**config.mk**
```make
export PLATFORM = sky130hd
export DESIGN_NAME = freespace_grid_certifier
export DESIGN_NICKNAME = d
export VERILOG_FILES = /design/src/sv/fgc_pkg.sv /design/src/sv/fgc_datapath.sv /design/src/sv/fgc_controller.sv /design/src/sv/freespace_grid_certifier.sv
export SDC_FILE = /design/constraint.sdc
export NUM_CORES = 1
export LEC_CHECK = 0
export CAP_MARGIN = 10
export CORE_MARGIN = 5
export CORE_UTILIZATION = 25
export DETAILED_ROUTE_END_ITERATION = 16
export DONT_BUFFER_PORTS = 1
export PLACE_DENSITY = 0.43
export SETUP_SLACK_MARGIN = 0.5
export SLEW_MARGIN = 20
export SYNTH_ARGS = -nofsm -noshare
export SYNTH_HDL_FRONTEND = slang
export SYNTH_SLANG_ARGS = --single-unit
```
**constraint.sdc**
```tcl
create_clock -name clk -period 19 [get_ports clk]
set_input_delay 0.95 -clock clk [delete_from_list [all_inputs] [get_ports clk]]
set_output_delay 0.95 -clock clk [all_outputs]
set_load 0.02 [all_outputs]
```
**src/sv/fgc_pkg.sv**
```systemverilog
// ----------------------------------------------------------------------------
// fgc_pkg
// Shared widths, codes and command types of the free-space grid certifier.
// ----------------------------------------------------------------------------
package fgc_pkg;

    // field widths and fixed-point constants
    localparam int MASS_W    = 17;
    localparam int RATIO_W   = 17;
    localparam int VERDICT_W = 2;
    localparam int CFG_IDX_W = 2;
    localparam logic [MASS_W-1:0] ONE_Q16 = 17'd65536;
    localparam logic [MASS_W-1:0] FREE_THRESHOLD_RST = 17'd32768;
    localparam logic [MASS_W-1:0] MAX_UNKNOWN_RST    = 17'd0;

    // default grid size limit
    localparam int MAX_CELLS_DEF = 65536;

    // quotient bits produced by the divider
    localparam int DIV_STEPS  = 17;
    localparam int DIV_STEP_W = $clog2(DIV_STEPS);

    // register indexes
    localparam logic [CFG_IDX_W-1:0] REG_FREE_THRESHOLD = 2'd0;
    localparam logic [CFG_IDX_W-1:0] REG_MAX_UNKNOWN    = 2'd1;

    // verdict codes
    localparam logic [VERDICT_W-1:0] VERDICT_CERTIFIED = 2'd0;
    localparam logic [VERDICT_W-1:0] VERDICT_OCCUPIED  = 2'd1;
    localparam logic [VERDICT_W-1:0] VERDICT_UNKNOWN   = 2'd2;
    localparam logic [VERDICT_W-1:0] VERDICT_ERROR     = 2'd3;

    // ratio selection for the shared divider
    localparam logic [1:0] SEL_FREE    = 2'd0;
    localparam logic [1:0] SEL_UNKNOWN = 2'd1;
    localparam logic [1:0] SEL_OCC     = 2'd2;

    // commands from controller to datapath
    typedef struct packed {
        logic       in_take;
        logic       mul_load;
        logic       cmp_load;
        logic       div_init;
        logic       div_step;
        logic       div_last;
        logic [1:0] div_sel;
        logic       out_load;
    } fgc_cmd_t;

endpackage

```
**src/sv/fgc_datapath.sv**
```systemverilog
// ----------------------------------------------------------------------------
// fgc_datapath
// Configuration registers, cell counters, verdict logic, shared restoring
// divider and output registers of the certifier.
// ----------------------------------------------------------------------------
module fgc_datapath #(
    parameter int MAX_CELLS = fgc_pkg::MAX_CELLS_DEF
) (
    input  logic                           clk,
    input  logic                           rst_n,
    input  fgc_pkg::fgc_cmd_t              cmd,
    input  logic                           cfg_valid,
    input  logic [fgc_pkg::CFG_IDX_W-1:0]  cfg_index,
    input  logic [fgc_pkg::MASS_W-1:0]     cfg_data,
    input  logic [fgc_pkg::MASS_W-1:0]     free_mass,
    input  logic [fgc_pkg::MASS_W-1:0]     occ_mass,
    input  logic                           last_cell,
    output logic [fgc_pkg::VERDICT_W-1:0]  verdict,
    output logic [fgc_pkg::RATIO_W-1:0]    free_frac,
    output logic [fgc_pkg::RATIO_W-1:0]    unknown_frac,
    output logic [fgc_pkg::RATIO_W-1:0]    occupied_frac,
    output logic [fgc_pkg::RATIO_W-1:0]    cell_total
);
    import fgc_pkg::*;

    localparam int CNT_W = $clog2(MAX_CELLS + 1);
    localparam logic [CNT_W-1:0] CNT_MAX = CNT_W'(MAX_CELLS);
    localparam int PROD_W = MASS_W + CNT_W;

    // saturating increment
    function automatic logic [CNT_W-1:0] bump(input logic [CNT_W-1:0] c);
        bump = (c < CNT_MAX) ? c + CNT_W'(1) : c;
    endfunction

    logic [MASS_W-1:0] thr_reg, maxr_reg;
    logic [CNT_W-1:0]  free_cnt_reg, unk_cnt_reg, occ_cnt_reg, cell_cnt_reg;
    logic              bad_reg;
    logic [CNT_W-1:0]  snap_free_reg, snap_unk_reg, snap_occ_reg, snap_cell_reg;
    logic              snap_err_reg;
    logic [PROD_W-1:0] prod_reg;
    logic [VERDICT_W-1:0] verd_reg;
    logic [CNT_W-1:0]  div_r_reg;
    logic              div_b_reg;
    logic [RATIO_W-1:0] div_q_reg;
    logic [RATIO_W-1:0] rat_free_reg, rat_unk_reg, rat_occ_reg;
    logic [VERDICT_W-1:0] verdict_reg;
    logic [RATIO_W-1:0] free_frac_reg, unknown_frac_reg, occupied_frac_reg;
    logic [RATIO_W-1:0] cell_total_reg;

    // cell classification
    logic              cell_bad, thr_ok, ratio_ok, is_free, is_occ;
    logic [MASS_W:0]   mass_sum;
    logic [CNT_W-1:0]  free_next, unk_next, occ_next, cell_next;
    logic              bad_next;

    always_comb
    begin
        mass_sum = {1'b0, free_mass} + {1'b0, occ_mass};
        cell_bad = (free_mass > ONE_Q16) || (occ_mass > ONE_Q16) ||
                   (mass_sum > {1'b0, ONE_Q16});
        thr_ok   = (thr_reg != '0) && (thr_reg <= ONE_Q16);
        ratio_ok = (maxr_reg < ONE_Q16);
        is_free  = !cell_bad && thr_ok && (free_mass >= thr_reg) && (free_mass > occ_mass);
        is_occ   = !cell_bad && thr_ok && (occ_mass >= thr_reg) && (occ_mass > free_mass);
        bad_next  = bad_reg || cell_bad;
        cell_next = bump(cell_cnt_reg);
        free_next = is_free ? bump(free_cnt_reg) : free_cnt_reg;
        occ_next  = (!is_free && is_occ) ? bump(occ_cnt_reg) : occ_cnt_reg;
        unk_next  = (!is_free && !is_occ) ? bump(unk_cnt_reg) : unk_cnt_reg;
    end

    // configuration registers
    always_ff @(posedge clk or negedge rst_n)
    begin
        if (!rst_n)
        begin
            thr_reg  <= FREE_THRESHOLD_RST;
            maxr_reg <= MAX_UNKNOWN_RST;
        end
        else if (cfg_valid)
        begin
            case (cfg_index)
                REG_FREE_THRESHOLD: thr_reg  <= cfg_data;
                REG_MAX_UNKNOWN:    maxr_reg <= cfg_data;
                default:            ;
            endcase
        end
    end

    // counters, cleared when the last cell of a grid is taken
    always_ff @(posedge clk or negedge rst_n)
    begin
        if (!rst_n)
        begin
            free_cnt_reg <= '0;
            unk_cnt_reg  <= '0;
            occ_cnt_reg  <= '0;
            cell_cnt_reg <= '0;
            bad_reg      <= 1'b0;
        end
        else if (cmd.in_take)
        begin
            if (last_cell)
            begin
                free_cnt_reg <= '0;
                unk_cnt_reg  <= '0;
                occ_cnt_reg  <= '0;
                cell_cnt_reg <= '0;
                bad_reg      <= 1'b0;
            end
            else
            begin
                free_cnt_reg <= free_next;
                unk_cnt_reg  <= unk_next;
                occ_cnt_reg  <= occ_next;
                cell_cnt_reg <= cell_next;
                bad_reg      <= bad_next;
            end
        end
    end

    // grid snapshot, unknown-fraction product and verdict
    always_ff @(posedge clk)
    begin
        if (cmd.in_take && last_cell)
        begin
            snap_free_reg <= free_next;
            snap_unk_reg  <= unk_next;
            snap_occ_reg  <= occ_next;
            snap_cell_reg <= cell_next;
            snap_err_reg  <= bad_next || !thr_ok || !ratio_ok;
        end
        if (cmd.mul_load)
            prod_reg <= PROD_W'(maxr_reg) * PROD_W'(snap_cell_reg);
        if (cmd.cmp_load)
        begin
            if (snap_err_reg)
                verd_reg <= VERDICT_ERROR;
            else if (snap_occ_reg != '0)
                verd_reg <= VERDICT_OCCUPIED;
            else if ({PROD_W'(snap_unk_reg), 16'b0} > {16'b0, prod_reg})
                verd_reg <= VERDICT_UNKNOWN;
            else
                verd_reg <= VERDICT_CERTIFIED;
        end
    end

    // shared restoring divider: count * 65536 / cell count, one bit a step
    logic [CNT_W-1:0]   div_cnt;
    logic [CNT_W:0]     div_t, div_diff;
    logic               div_ge;
    logic [RATIO_W-1:0] div_q_next;

    always_comb
    begin
        case (cmd.div_sel)
            SEL_FREE:    div_cnt = snap_free_reg;
            SEL_UNKNOWN: div_cnt = snap_unk_reg;
            SEL_OCC:     div_cnt = snap_occ_reg;
            default:     div_cnt = '0;
        endcase
        div_t      = {div_r_reg, div_b_reg};
        div_diff   = div_t - {1'b0, snap_cell_reg};
        div_ge     = (div_t >= {1'b0, snap_cell_reg});
        div_q_next = {div_q_reg[RATIO_W-2:0], div_ge};
    end

    always_ff @(posedge clk)
    begin
        if (cmd.div_init)
        begin
            div_r_reg <= div_cnt >> 1;
            div_b_reg <= div_cnt[0];
            div_q_reg <= '0;
        end
        else if (cmd.div_step)
        begin
            div_r_reg <= div_ge ? div_diff[CNT_W-1:0] : div_t[CNT_W-1:0];
            div_b_reg <= 1'b0;
            div_q_reg <= div_q_next;
            if (cmd.div_last)
            begin
                case (cmd.div_sel)
                    SEL_FREE:    rat_free_reg <= div_q_next;
                    SEL_UNKNOWN: rat_unk_reg  <= div_q_next;
                    SEL_OCC:     rat_occ_reg  <= div_q_next;
                    default:     ;
                endcase
            end
        end
    end

    // result register
    always_ff @(posedge clk)
    begin
        if (cmd.out_load)
        begin
            verdict_reg       <= verd_reg;
            free_frac_reg     <= snap_err_reg ? '0 : rat_free_reg;
            unknown_frac_reg  <= snap_err_reg ? '0 : rat_unk_reg;
            occupied_frac_reg <= snap_err_reg ? '0 : rat_occ_reg;
            cell_total_reg    <= RATIO_W'(snap_cell_reg);
        end
    end

    assign verdict       = verdict_reg;
    assign free_frac     = free_frac_reg;
    assign unknown_frac  = unknown_frac_reg;
    assign occupied_frac = occupied_frac_reg;
    assign cell_total    = cell_total_reg;

endmodule

```
**src/sv/fgc_controller.sv**
```systemverilog
// ----------------------------------------------------------------------------
// fgc_controller
// Sequencer of the certifier: takes cells, then runs the product, verdict
// and three divisions after the last cell and hands over the result.
// ----------------------------------------------------------------------------
module fgc_controller (
    input  logic              clk,
    input  logic              rst_n,
    input  logic              in_valid,
    input  logic              last_cell,
    input  logic              out_ready,
    output logic              in_ready,
    output logic              out_valid,
    output fgc_pkg::fgc_cmd_t cmd
);
    import fgc_pkg::*;

    typedef enum logic [2:0] {
        S_IDLE,
        S_MUL,
        S_CMP,
        S_DINIT,
        S_DSTEP,
        S_LOAD
    } state_t;

    localparam logic [DIV_STEP_W-1:0] LAST_STEP = DIV_STEP_W'(DIV_STEPS - 1);

    state_t                state_reg, state_next;
    logic [1:0]            sel_reg, sel_next;
    logic [DIV_STEP_W-1:0] step_reg, step_next;
    logic                  out_valid_reg, out_valid_next;
    logic                  take;

    // next state and commands
    always_comb
    begin
        state_next = state_reg;
        sel_next   = sel_reg;
        step_next  = step_reg;
        take       = (state_reg == S_IDLE) && in_valid;
        cmd          = '0;
        cmd.in_take  = take;
        cmd.div_sel  = sel_reg;
        case (state_reg)
            S_IDLE:
            begin
                if (take && last_cell)
                    state_next = S_MUL;
            end
            S_MUL:
            begin
                cmd.mul_load = 1'b1;
                state_next   = S_CMP;
            end
            S_CMP:
            begin
                cmd.cmp_load = 1'b1;
                sel_next     = SEL_FREE;
                state_next   = S_DINIT;
            end
            S_DINIT:
            begin
                cmd.div_init = 1'b1;
                step_next    = '0;
                state_next   = S_DSTEP;
            end
            S_DSTEP:
            begin
                cmd.div_step = 1'b1;
                if (step_reg == LAST_STEP)
                begin
                    cmd.div_last = 1'b1;
                    if (sel_reg == SEL_OCC)
                        state_next = S_LOAD;
                    else
                    begin
                        sel_next   = sel_reg + 2'd1;
                        state_next = S_DINIT;
                    end
                end
                else
                    step_next = step_reg + DIV_STEP_W'(1);
            end
            S_LOAD:
            begin
                // wait for the result register to free up
                if (!out_valid_reg || out_ready)
                begin
                    cmd.out_load = 1'b1;
                    state_next   = S_IDLE;
                end
            end
            default:
                state_next = S_IDLE;
        endcase
        if (cmd.out_load)
            out_valid_next = 1'b1;
        else if (out_ready)
            out_valid_next = 1'b0;
        else
            out_valid_next = out_valid_reg;
    end

    // state and registered outputs
    always_ff @(posedge clk or negedge rst_n)
    begin
        if (!rst_n)
        begin
            state_reg     <= S_IDLE;
            sel_reg       <= SEL_FREE;
            step_reg      <= '0;
            out_valid_reg <= 1'b0;
        end
        else
        begin
            state_reg     <= state_next;
            sel_reg       <= sel_next;
            step_reg      <= step_next;
            out_valid_reg <= out_valid_next;
        end
    end

    assign in_ready  = (state_reg == S_IDLE);
    assign out_valid = out_valid_reg;

endmodule

```
**src/sv/freespace_grid_certifier.sv**
```systemverilog
// ----------------------------------------------------------------------------
// freespace_grid_certifier
// Classifies streamed grid cells as free, occupied or unknown and issues one
// certificate verdict with cell ratios per grid.
// ----------------------------------------------------------------------------
//  channel | signals                                        | dir
//  --------+------------------------------------------------+-----
//  in      | in_valid/in_ready, free_mass, occ_mass, last_cell | in
//  out     | out_valid/out_ready, verdict, free_frac,        | out
//          | unknown_frac, occupied_frac, cell_total         |
//  cfg     | cfg_valid/cfg_ready, cfg_index, cfg_data        | in
//
//  a cell request is taken in one cycle; the last cell of a grid starts the
//  product, verdict and three 17-step divisions on one shared divider, so
//  in_ready stays low until the result is loaded (later if one waits)
//  the result register lets the next grid stream while a result waits
//  reset clears counters and control; configuration is always ready
// ----------------------------------------------------------------------------
module freespace_grid_certifier #(
    parameter int MAX_CELLS = fgc_pkg::MAX_CELLS_DEF
) (
    input  logic                          clk,
    input  logic                          rst_n,
    input  logic                          in_valid,
    output logic                          in_ready,
    input  logic [fgc_pkg::MASS_W-1:0]    free_mass,
    input  logic [fgc_pkg::MASS_W-1:0]    occ_mass,
    input  logic                          last_cell,
    output logic                          out_valid,
    input  logic                          out_ready,
    output logic [fgc_pkg::VERDICT_W-1:0] verdict,
    output logic [fgc_pkg::RATIO_W-1:0]   free_frac,
    output logic [fgc_pkg::RATIO_W-1:0]   unknown_frac,
    output logic [fgc_pkg::RATIO_W-1:0]   occupied_frac,
    output logic [fgc_pkg::RATIO_W-1:0]   cell_total,
    input  logic                          cfg_valid,
    output logic                          cfg_ready,
    input  logic [fgc_pkg::CFG_IDX_W-1:0] cfg_index,
    input  logic [fgc_pkg::MASS_W-1:0]    cfg_data
);
    import fgc_pkg::*;

    fgc_cmd_t cmd;

    assign cfg_ready = 1'b1;

    // sequencer
    fgc_controller u_ctrl (
        .clk       (clk),
        .rst_n     (rst_n),
        .in_valid  (in_valid),
        .last_cell (last_cell),
        .out_ready (out_ready),
        .in_ready  (in_ready),
        .out_valid (out_valid),
        .cmd       (cmd)
    );

    // counters, divider and result
    fgc_datapath #(
        .MAX_CELLS (MAX_CELLS)
    ) u_dp (
        .clk           (clk),
        .rst_n         (rst_n),
        .cmd           (cmd),
        .cfg_valid     (cfg_valid),
        .cfg_index     (cfg_index),
        .cfg_data      (cfg_data),
        .free_mass     (free_mass),
        .occ_mass      (occ_mass),
        .last_cell     (last_cell),
        .verdict       (verdict),
        .free_frac     (free_frac),
        .unknown_frac  (unknown_frac),
        .occupied_frac (occupied_frac),
        .cell_total    (cell_total)
    );

`ifndef NO_ASSERTIONS
    // the last cell of a grid makes the block busy
    a_busy_after_last: assert property (@(posedge clk) disable iff (!rst_n)
        (in_valid && in_ready && last_cell) |=> !in_ready)
        else $error("cell request taken right after the last cell");

    // a new result is loaded only while cells are held off
    a_load_when_busy: assert property (@(posedge clk) disable iff (!rst_n)
        $rose(out_valid) |-> !$past(in_ready))
        else $error("result loaded while cells were being taken");

    // error verdict carries zero ratios
    a_error_zero: assert property (@(posedge clk) disable iff (!rst_n)
        (out_valid && verdict == VERDICT_ERROR) |->
        (free_frac == '0 && unknown_frac == '0 && occupied_frac == '0))
        else $error("error verdict with nonzero ratios");
`endif

endmodule
```
==> results.sh, run 1 <==
export IMPL_drc=0
export IMPL_start_kind="flip-flop"
export IMPL_synth_ff_type="edfxtp_1"
export IMPL_power_density_nw_per_um2=64.2
export IMPL_cp_data_arrival_time_ns=7.61
export IMPL_grt_start_max_net_pins=114
export IMPL_largest_reg_flops=34
export IMPL_dp_final_hpwl_um=60000
export IMPL_syn_avg_cell_area_sq_um=10.3
export IMPL_leakage_nw=13.5
export IMPL_place_ws_ns=11.69
export IMPL_peakVddDrop_uv=57.8
export IMPL_drt_vias_per_instance=4.55
export IMPL_synth_compound_area_frac=0.105
export IMPL_htree_levels=2
export IMPL_cpPeakStageDelay_ns=0.83
export IMPL_ant_nets=0
export IMPL_crit_path_cell_trace="nand2_1 -> fa_1 -> fa_1 -> fa_1 -> fa_1 -> inv_1 -> fa_1 -> inv_1 -> fa_1 -> inv_1 -> ha_1 -> and3_1 -> a221oi_1 -> o21a_1 -> nand4_1 -> a221oi_1 -> nor2_1 -> nor4_1 -> o21ai_0 -> a21oi_1 -> xnor2_1"
export IMPL_cts_num_sinks=374
export IMPL_grt_pass1_vias=20300
export IMPL_finClkSkew_ns=0.0347
export IMPL_synth_fp_nets=3262
export IMPL_post_route_period_util=0.382
export IMPL_die_h_um=347
export IMPL_period_needed_ns=7.25
export IMPL_crit_path_max_fanout=19
export IMPL_io_buffers=0
export IMPL_synth_xor_area_share=0.0342
export IMPL_numCtsBuffers=47
export IMPL_status="complete, no violations"
export IMPL_synth_seq_area_share=0.369
export IMPL_die_area_sq_um=120000
export IMPL_fin_tns_setup_ns=0
export IMPL_synth_cells=2757
export IMPL_synth_seq_cells=374
export IMPL_clk_transition_reported_paths_ns=0.06
export IMPL_area_delta_synth_final_pct=11.6
export IMPL_die_w_um=347
export IMPL_slew_headroom=0.286
export IMPL_antenna_found_initial=2
export IMPL_cpMostUsedCell="fa_1"
export IMPL_drt_pass1_iterations=6
export IMPL_netlist_area_sq_um=28400
export IMPL_maxCapViolations=0
export IMPL_crit_slowest_cell="edfxtp_1"
export IMPL_drive_gt1_frac=0.0551
export IMPL_synthMuxAreaShare=0.0130
export IMPL_synth_simple_area_share=0.151
export IMPL_yosysWarningCount=0
export IMPL_layout_nets=3224
export IMPL_grt_use_total=0.132
export IMPL_fmax_mhz=138
export IMPL_io_pins=132
export IMPL_core_sq_um=113000
export IMPL_cts_tree="done"
export IMPL_clockRootBuffer="clkbuf_16"
export IMPL_detailroute_via_count=19400
export IMPL_grt_pass1_wl_um=125000
export IMPL_synth_async_reset_ratio=0.305
export IMPL_setup_violations=0
export IMPL_synth_fa_ha_area_frac=0.256
export IMPL_min_path_type="input pin to asynchronous set/reset pin"
export IMPL_drtIter0Drc=1181
export IMPL_insertion_delay_ns=0.63
export IMPL_overflow=0
export IMPL_yosys_cell_types_count=82
export IMPL_total_power_mw=2.04
export IMPL_final_max_slew_viol_count=0
export IMPL_cts_buffer_depth=3
export IMPL_wirelength_um=80100
export IMPL_crit_type="flip-flop to flip-flop"
export IMPL_diodes=0
export IMPL_hold_viol_final=0
export IMPL_finalWeightedCongestion=0.832
export IMPL_rsz0062_at_grt="no"
export IMPL_critPathRequiredTime_ns=19.37
export IMPL_fin_ws_ns=11.75
export IMPL_start_util=0.252
export IMPL_synth_top_family_by_area="adder cells"
export IMPL_tightest_slew_ns=1.07
export IMPL_row_count=123
export IMPL_crit_path_end_kind="flip-flop"
export IMPL_wire_per_inst_um=18.8
export IMPL_synth_edff_count=243
cell families (layout without fill, tap and decap cells):
family,count (synthesis),count (layout)
xor gates and xnor gates,111,111
other,1,1
adders and majority gates,446,446
AOI/OAI and AO/OA,434,434
DFF,374,374
buffers and inverters,528,529
muxes,34,34
and+or+nand+nor,829,829
per-stage QoR:
step / cell area [sq um] / cells / hold WS [ns] / utilization
after floorplan: 28400 / 2757 / 0.400 / -
after global routing: 31700 / 4258 / 0.0136 / 0.281
after CTS: 31700 / 4258 / 0.00839 / 0.281
after global placement: 30100 / 4169 / 0.402 / 0.267
after detailed placement: 30100 / 4169 / 0.407 / 0.267
final: 31700 / 4258 / 0.0557 / 0.281
cells in the final DEF (no fill, tap or decap), types with 25 or more instances in the layout:
cell	n
a22o_1	25
nor4_1	32
nand2_1	276
a21oi_1	71
fa_1	226
nor2_1	85
dfrtp_1	113
a21o_1	31
nand3_1	48
clkbuf_16	47
ha_1	220
nor2b_1	79
o21ai_0	101
xnor2_1	82
xor2_1	29
buf_4	27
and2_1	152
nand4_1	27
and3_1	26
o31ai_1	26
o211ai_1	26
edfxtp_1	243
inv_1	412
power breakdown:
part           leakage, nW  total (mW)  internal, mW  switching, mW
clock network        0.789       0.948         0.560          0.387
registers             3.72       0.915         0.874         0.0411
logic                 8.95       0.173        0.0679          0.105
total                 13.5        2.04          1.50          0.533
worst paths after layout:
check | to | from | cells past startpoint | slack, ns
setup / recovery | u_dp.prod_reg[31]$_DFFE_PP_ | u_dp.snap_cell_reg[4]$_DFFE_PP_ | 21 | 11.75
hold / removal | u_ctrl.step_reg[4]$_DFFE_PN0P_ | rst_n | 0 | 0.06
setup reg to reg | u_dp.prod_reg[31]$_DFFE_PP_ | u_dp.snap_cell_reg[4]$_DFFE_PP_ | 21 | 11.75
hold reg to reg | u_dp.verdict[0]$_DFFE_PP_ | u_dp.verd_reg[0]$_SDFFCE_PP1P_ | 0 | 0.42
max in group asynchronous | u_ctrl.step_reg[1]$_DFFE_PN0P_ | rst_n | 1 | 18.21
min in group clk | u_dp.verdict[0]$_DFFE_PP_ | u_dp.verd_reg[0]$_SDFFCE_PP1P_ | 0 | 0.42
timing repair:
| item | in CTS | in global routing |
|---|---|---|
| hold buffers | 1 | 0 |
| buffers inserted | 0 | 0 |
| endpoints found under the setup margin | 0 | 0 |
| gates resized for setup | 0 | 0 |
| hold endpoints to repair | 2 | 0 |
worst max-delay path: cells and delay by family, from the launching register on:
| kind | cells | cell delay [ns] |
|---|---|---|
| compound gates | 5 | 1.53 |
| fa+ha+maj | 7 | 3.44 |
| flops | 1 | 0.83 |
| simple gates | 5 | 0.95 |
| buf+inv | 3 | 0.16 |
| xor+xnor | 1 | 0.07 |
layout make-up:
class | count | area (sq um)
fillers | 11800 | 81000
multi-input cells | 1855 | 15900
flip-flops and latches | 374 | 10500
well taps | 1500 | 1880
inverters | 413 | 1550
clock buffers | 57 | 1220
clock inverters | 31 | 390
repair buffers | 28 | 213
routing by layer:
metal | vias up | wire length [um] | global-route usage | share of wire
met2 | 334 | 38600 | 0.227 | 0.48
met3 | 92 | 3100 | 0.0201 | 0.039
met4 | 0 | 1800 | 0.0324 | 0.023
met5 | - | 0 | 0 | 0
li1 | 9294 | - | - | -
met1 | 9668 | 36600 | 0.176 | 0.46
synthesized netlist by cell type, types with 12 or more instances:
library cell,number,area [sq um]
nor3_1,25,125
ha_1,220,2750
clkbuf_1,103,387
and2_1,153,957
nand2b_1,18,113
mux2_2,23,259
dfxtp_1,17,340
inv_1,413,1550
and3_1,26,163
dfrtp_1,113,2830
nor4_1,32,200
o211ai_1,26,195
nand2_1,278,1040
xnor2_1,82,718
a41oi_1,12,105
nand4_1,27,169
o21ai_0,101,505
a21o_1,31,233
nand3_1,48,240
nor2_1,87,327
o31ai_1,26,195
a211oi_1,19,143
a21oi_1,72,360
a222oi_1,17,170
a22o_1,25,219
edfxtp_1,243,7300
nor2b_1,79,494
xor2_1,29,254
fa_1,226,4520
Power figures use the tool's default switching activity.
==> inputs of run 2 (changes only) <==
==> constraint.sdc (replaced) <==
create_clock -name clk -period 7.51 [get_ports clk]
set_input_delay 0.3755 -clock clk [delete_from_list [all_inputs] [get_ports clk]]
set_output_delay 0.3755 -clock clk [all_outputs]
set_load 0.02 [all_outputs]
==> run 2 against run 1 <==
Flip-flop and latch count unchanged. Worst setup slack worse by 11 ns. Clock skew increased by 0.0072 ns. Utilization up 0.48 points. Critical endpoint unchanged. Largest power group unchanged.
==> results.sh, run 2 (same netlist as run 1, synthesis figures left out) <==
export IMPL_grt_pass1_vias=20700
export IMPL_setup_violations=0
export IMPL_drive_gt1_frac=0.0718
export IMPL_final_cell_mix="inv_1, nand2_1, edfxtp_1"
export IMPL_finalWeightedCongestion=0.834
export IMPL_drtIter0Drc=1283
export IMPL_finClkSkew_ns=0.0419
export IMPL_final_max_slew_viol_count=0
export IMPL_crit_path_cell_trace="buf_4 -> and2_1 -> fa_1 -> inv_1 -> fa_1 -> fa_1 -> fa_1 -> inv_1 -> fa_1 -> inv_1 -> fa_1 -> inv_1 -> ha_1 -> and3_1 -> a221oi_2 -> o21a_2 -> nand4_1 -> a221oi_2 -> buf_4 -> nor2_1 -> nor4_1 -> o21ai_0 -> a21oi_1 -> xnor2_1"
export IMPL_grt_start_max_net_pins=115
export IMPL_grt_use_total=0.137
export IMPL_power_density_nw_per_um2=162
export IMPL_path_depth=24
export IMPL_r2r_setup_slack_ns=0.84
export IMPL_fillCellCount=11900
export IMPL_crit_path_max_fanout=10
export IMPL_placed_cells=4194
export IMPL_ff2ff_path_depth=24
export IMPL_dp_final_hpwl_um=63100
export IMPL_core_sq_um=113000
export IMPL_whs_ns=0.0374
export IMPL_rsz0062_at_grt="no"
export IMPL_largest_reg_flops=34
export IMPL_crit_family="adder cells"
export IMPL_cts_num_sinks=374
export IMPL_cpMostUsedCell="fa_1"
export IMPL_io_buffers=0
export IMPL_leakage_nw=13.7
export IMPL_cts_buffer_depth=3
export IMPL_drt_vias_per_instance=4.58
export IMPL_critPathBufInv=6
export IMPL_crit_type="flip-flop to flip-flop"
export IMPL_post_route_period_util=0.888
export IMPL_total_power_mw=5.21
export IMPL_period_needed_ns=6.67
export IMPL_row_count=123
export IMPL_critPathRequiredTime_ns=7.86
export IMPL_wire_per_inst_um=19.2
export IMPL_final_common_cell="inv_1"
export IMPL_fin_ws_ns=0.838
export IMPL_numCtsBuffers=46
export IMPL_status="complete, no violations"
export IMPL_grt_pass1_wl_um=129000
export IMPL_layout_nets=3280
export IMPL_ant_nets=0
export IMPL_fin_cells=4314
export IMPL_drt_pass1_iterations=10
export IMPL_io_pins=132
export IMPL_place_ws_ns=0.465
export IMPL_cp_data_arrival_time_ns=7.02
export IMPL_slew_headroom=0.293
export IMPL_die_w_um=347
export IMPL_start_util=0.252
export IMPL_insertion_delay_ns=0.63
export IMPL_hold_path_cell_count=3
export IMPL_hold_viol_final=0
export IMPL_crit_path_end_kind="flip-flop"
export IMPL_min_path_type="input pin to flip-flop"
export IMPL_drc=0
export IMPL_fmax_mhz=150
export IMPL_area_delta_synth_final_pct=13.5
export IMPL_crit_slowest_cell="dfrtp_4"
export IMPL_maxCapViolations=0
export IMPL_die_h_um=347
export IMPL_wirelength_um=82800
export IMPL_clk_transition_reported_paths_ns=0.06
export IMPL_peakVddDrop_uv=145
export IMPL_cpPeakStageDelay_ns=0.54
export IMPL_fin_tns_setup_ns=0
export IMPL_die_area_sq_um=120000
export IMPL_start_kind="flip-flop"
export IMPL_antenna_found_initial=2
export IMPL_overflow=0
export IMPL_detailroute_via_count=19700
export IMPL_htree_levels=2
export IMPL_clockRootBuffer="clkbuf_16"
export IMPL_cts_tree="done"
export IMPL_tightest_slew_ns=1.06
## run 2: worst paths after layout
check	start	end
setup / recovery	u_dp.maxr_reg[5]$_DFFE_PN0P_	u_dp.prod_reg[31]$_DFFE_PP_
min in group asynchronous	rst_n	u_ctrl.step_reg[2]$_DFFE_PN0P_
hold reg to reg	u_dp.verd_reg[0]$_SDFFCE_PP1P_	u_dp.verdict[0]$_DFFE_PP_
hold / removal	last_cell	u_dp.occ_cnt_reg[4]$_DFFE_PN0P_
setup reg to reg	u_dp.maxr_reg[5]$_DFFE_PN0P_	u_dp.prod_reg[31]$_DFFE_PP_
max in group asynchronous	rst_n	u_dp.maxr_reg[5]$_DFFE_PN0P_
## run 2: repair_timing
| item | 4_1_cts | 5_1_grt |
|---|---|---|
| resized for setup | 1 | 10 |
| hold endpoints to repair | 166 | 0 |
| setup buffers | 0 | 11 |
| setup endpoints to repair | 1 | 8 |
| hold buffers | 22 | 0 |
## run 2: metal layers
metal | share of wire | wire length [um] | up-vias | global-route usage
li1 | - | - | 9403 | -
met2 | 0.49 | 40300 | 329 | 0.236
met3 | 0.035 | 2910 | 86 | 0.0186
met4 | 0.020 | 1690 | 0 | 0.0307
met5 | 0 | 0 | - | 0
met1 | 0.46 | 37900 | 9923 | 0.183
## run 2: final cells by class
class,count,area [sq um],share of cell area
antenna,1,2.50,0.0000776
clock buffer,51,1180,0.0366
clock inverter,35,429,0.0133
inverter,413,1550,0.0481
multi-input combinational,1855,16000,0.496
sequential,374,10500,0.326
tap,1500,1880,0.0582
timing repair buffer,85,718,0.0223
## run 2: where the power goes
group          internal [mW]  leakage, nW  switching (mW)
registers               2.21         3.72          0.0701
clock network           1.40        0.785            1.00
logic                  0.200         9.24           0.332
total                   3.81         13.7            1.40
## run 2: metrics by stage
stage           util  cell area (sq um)
6_report       0.286              32200
3_3_place_gp   0.268              30200
5_1_grt        0.286              32200
3_5_place_dp   0.269              30300
4_1_cts        0.285              32100
2_1_floorplan      -              28400
## run 2: tightest hold or removal path, cell delays in order
cell	delay [ns]
nor2b_1	0.09
mux2i_1	0.08
nand2_1	0.05
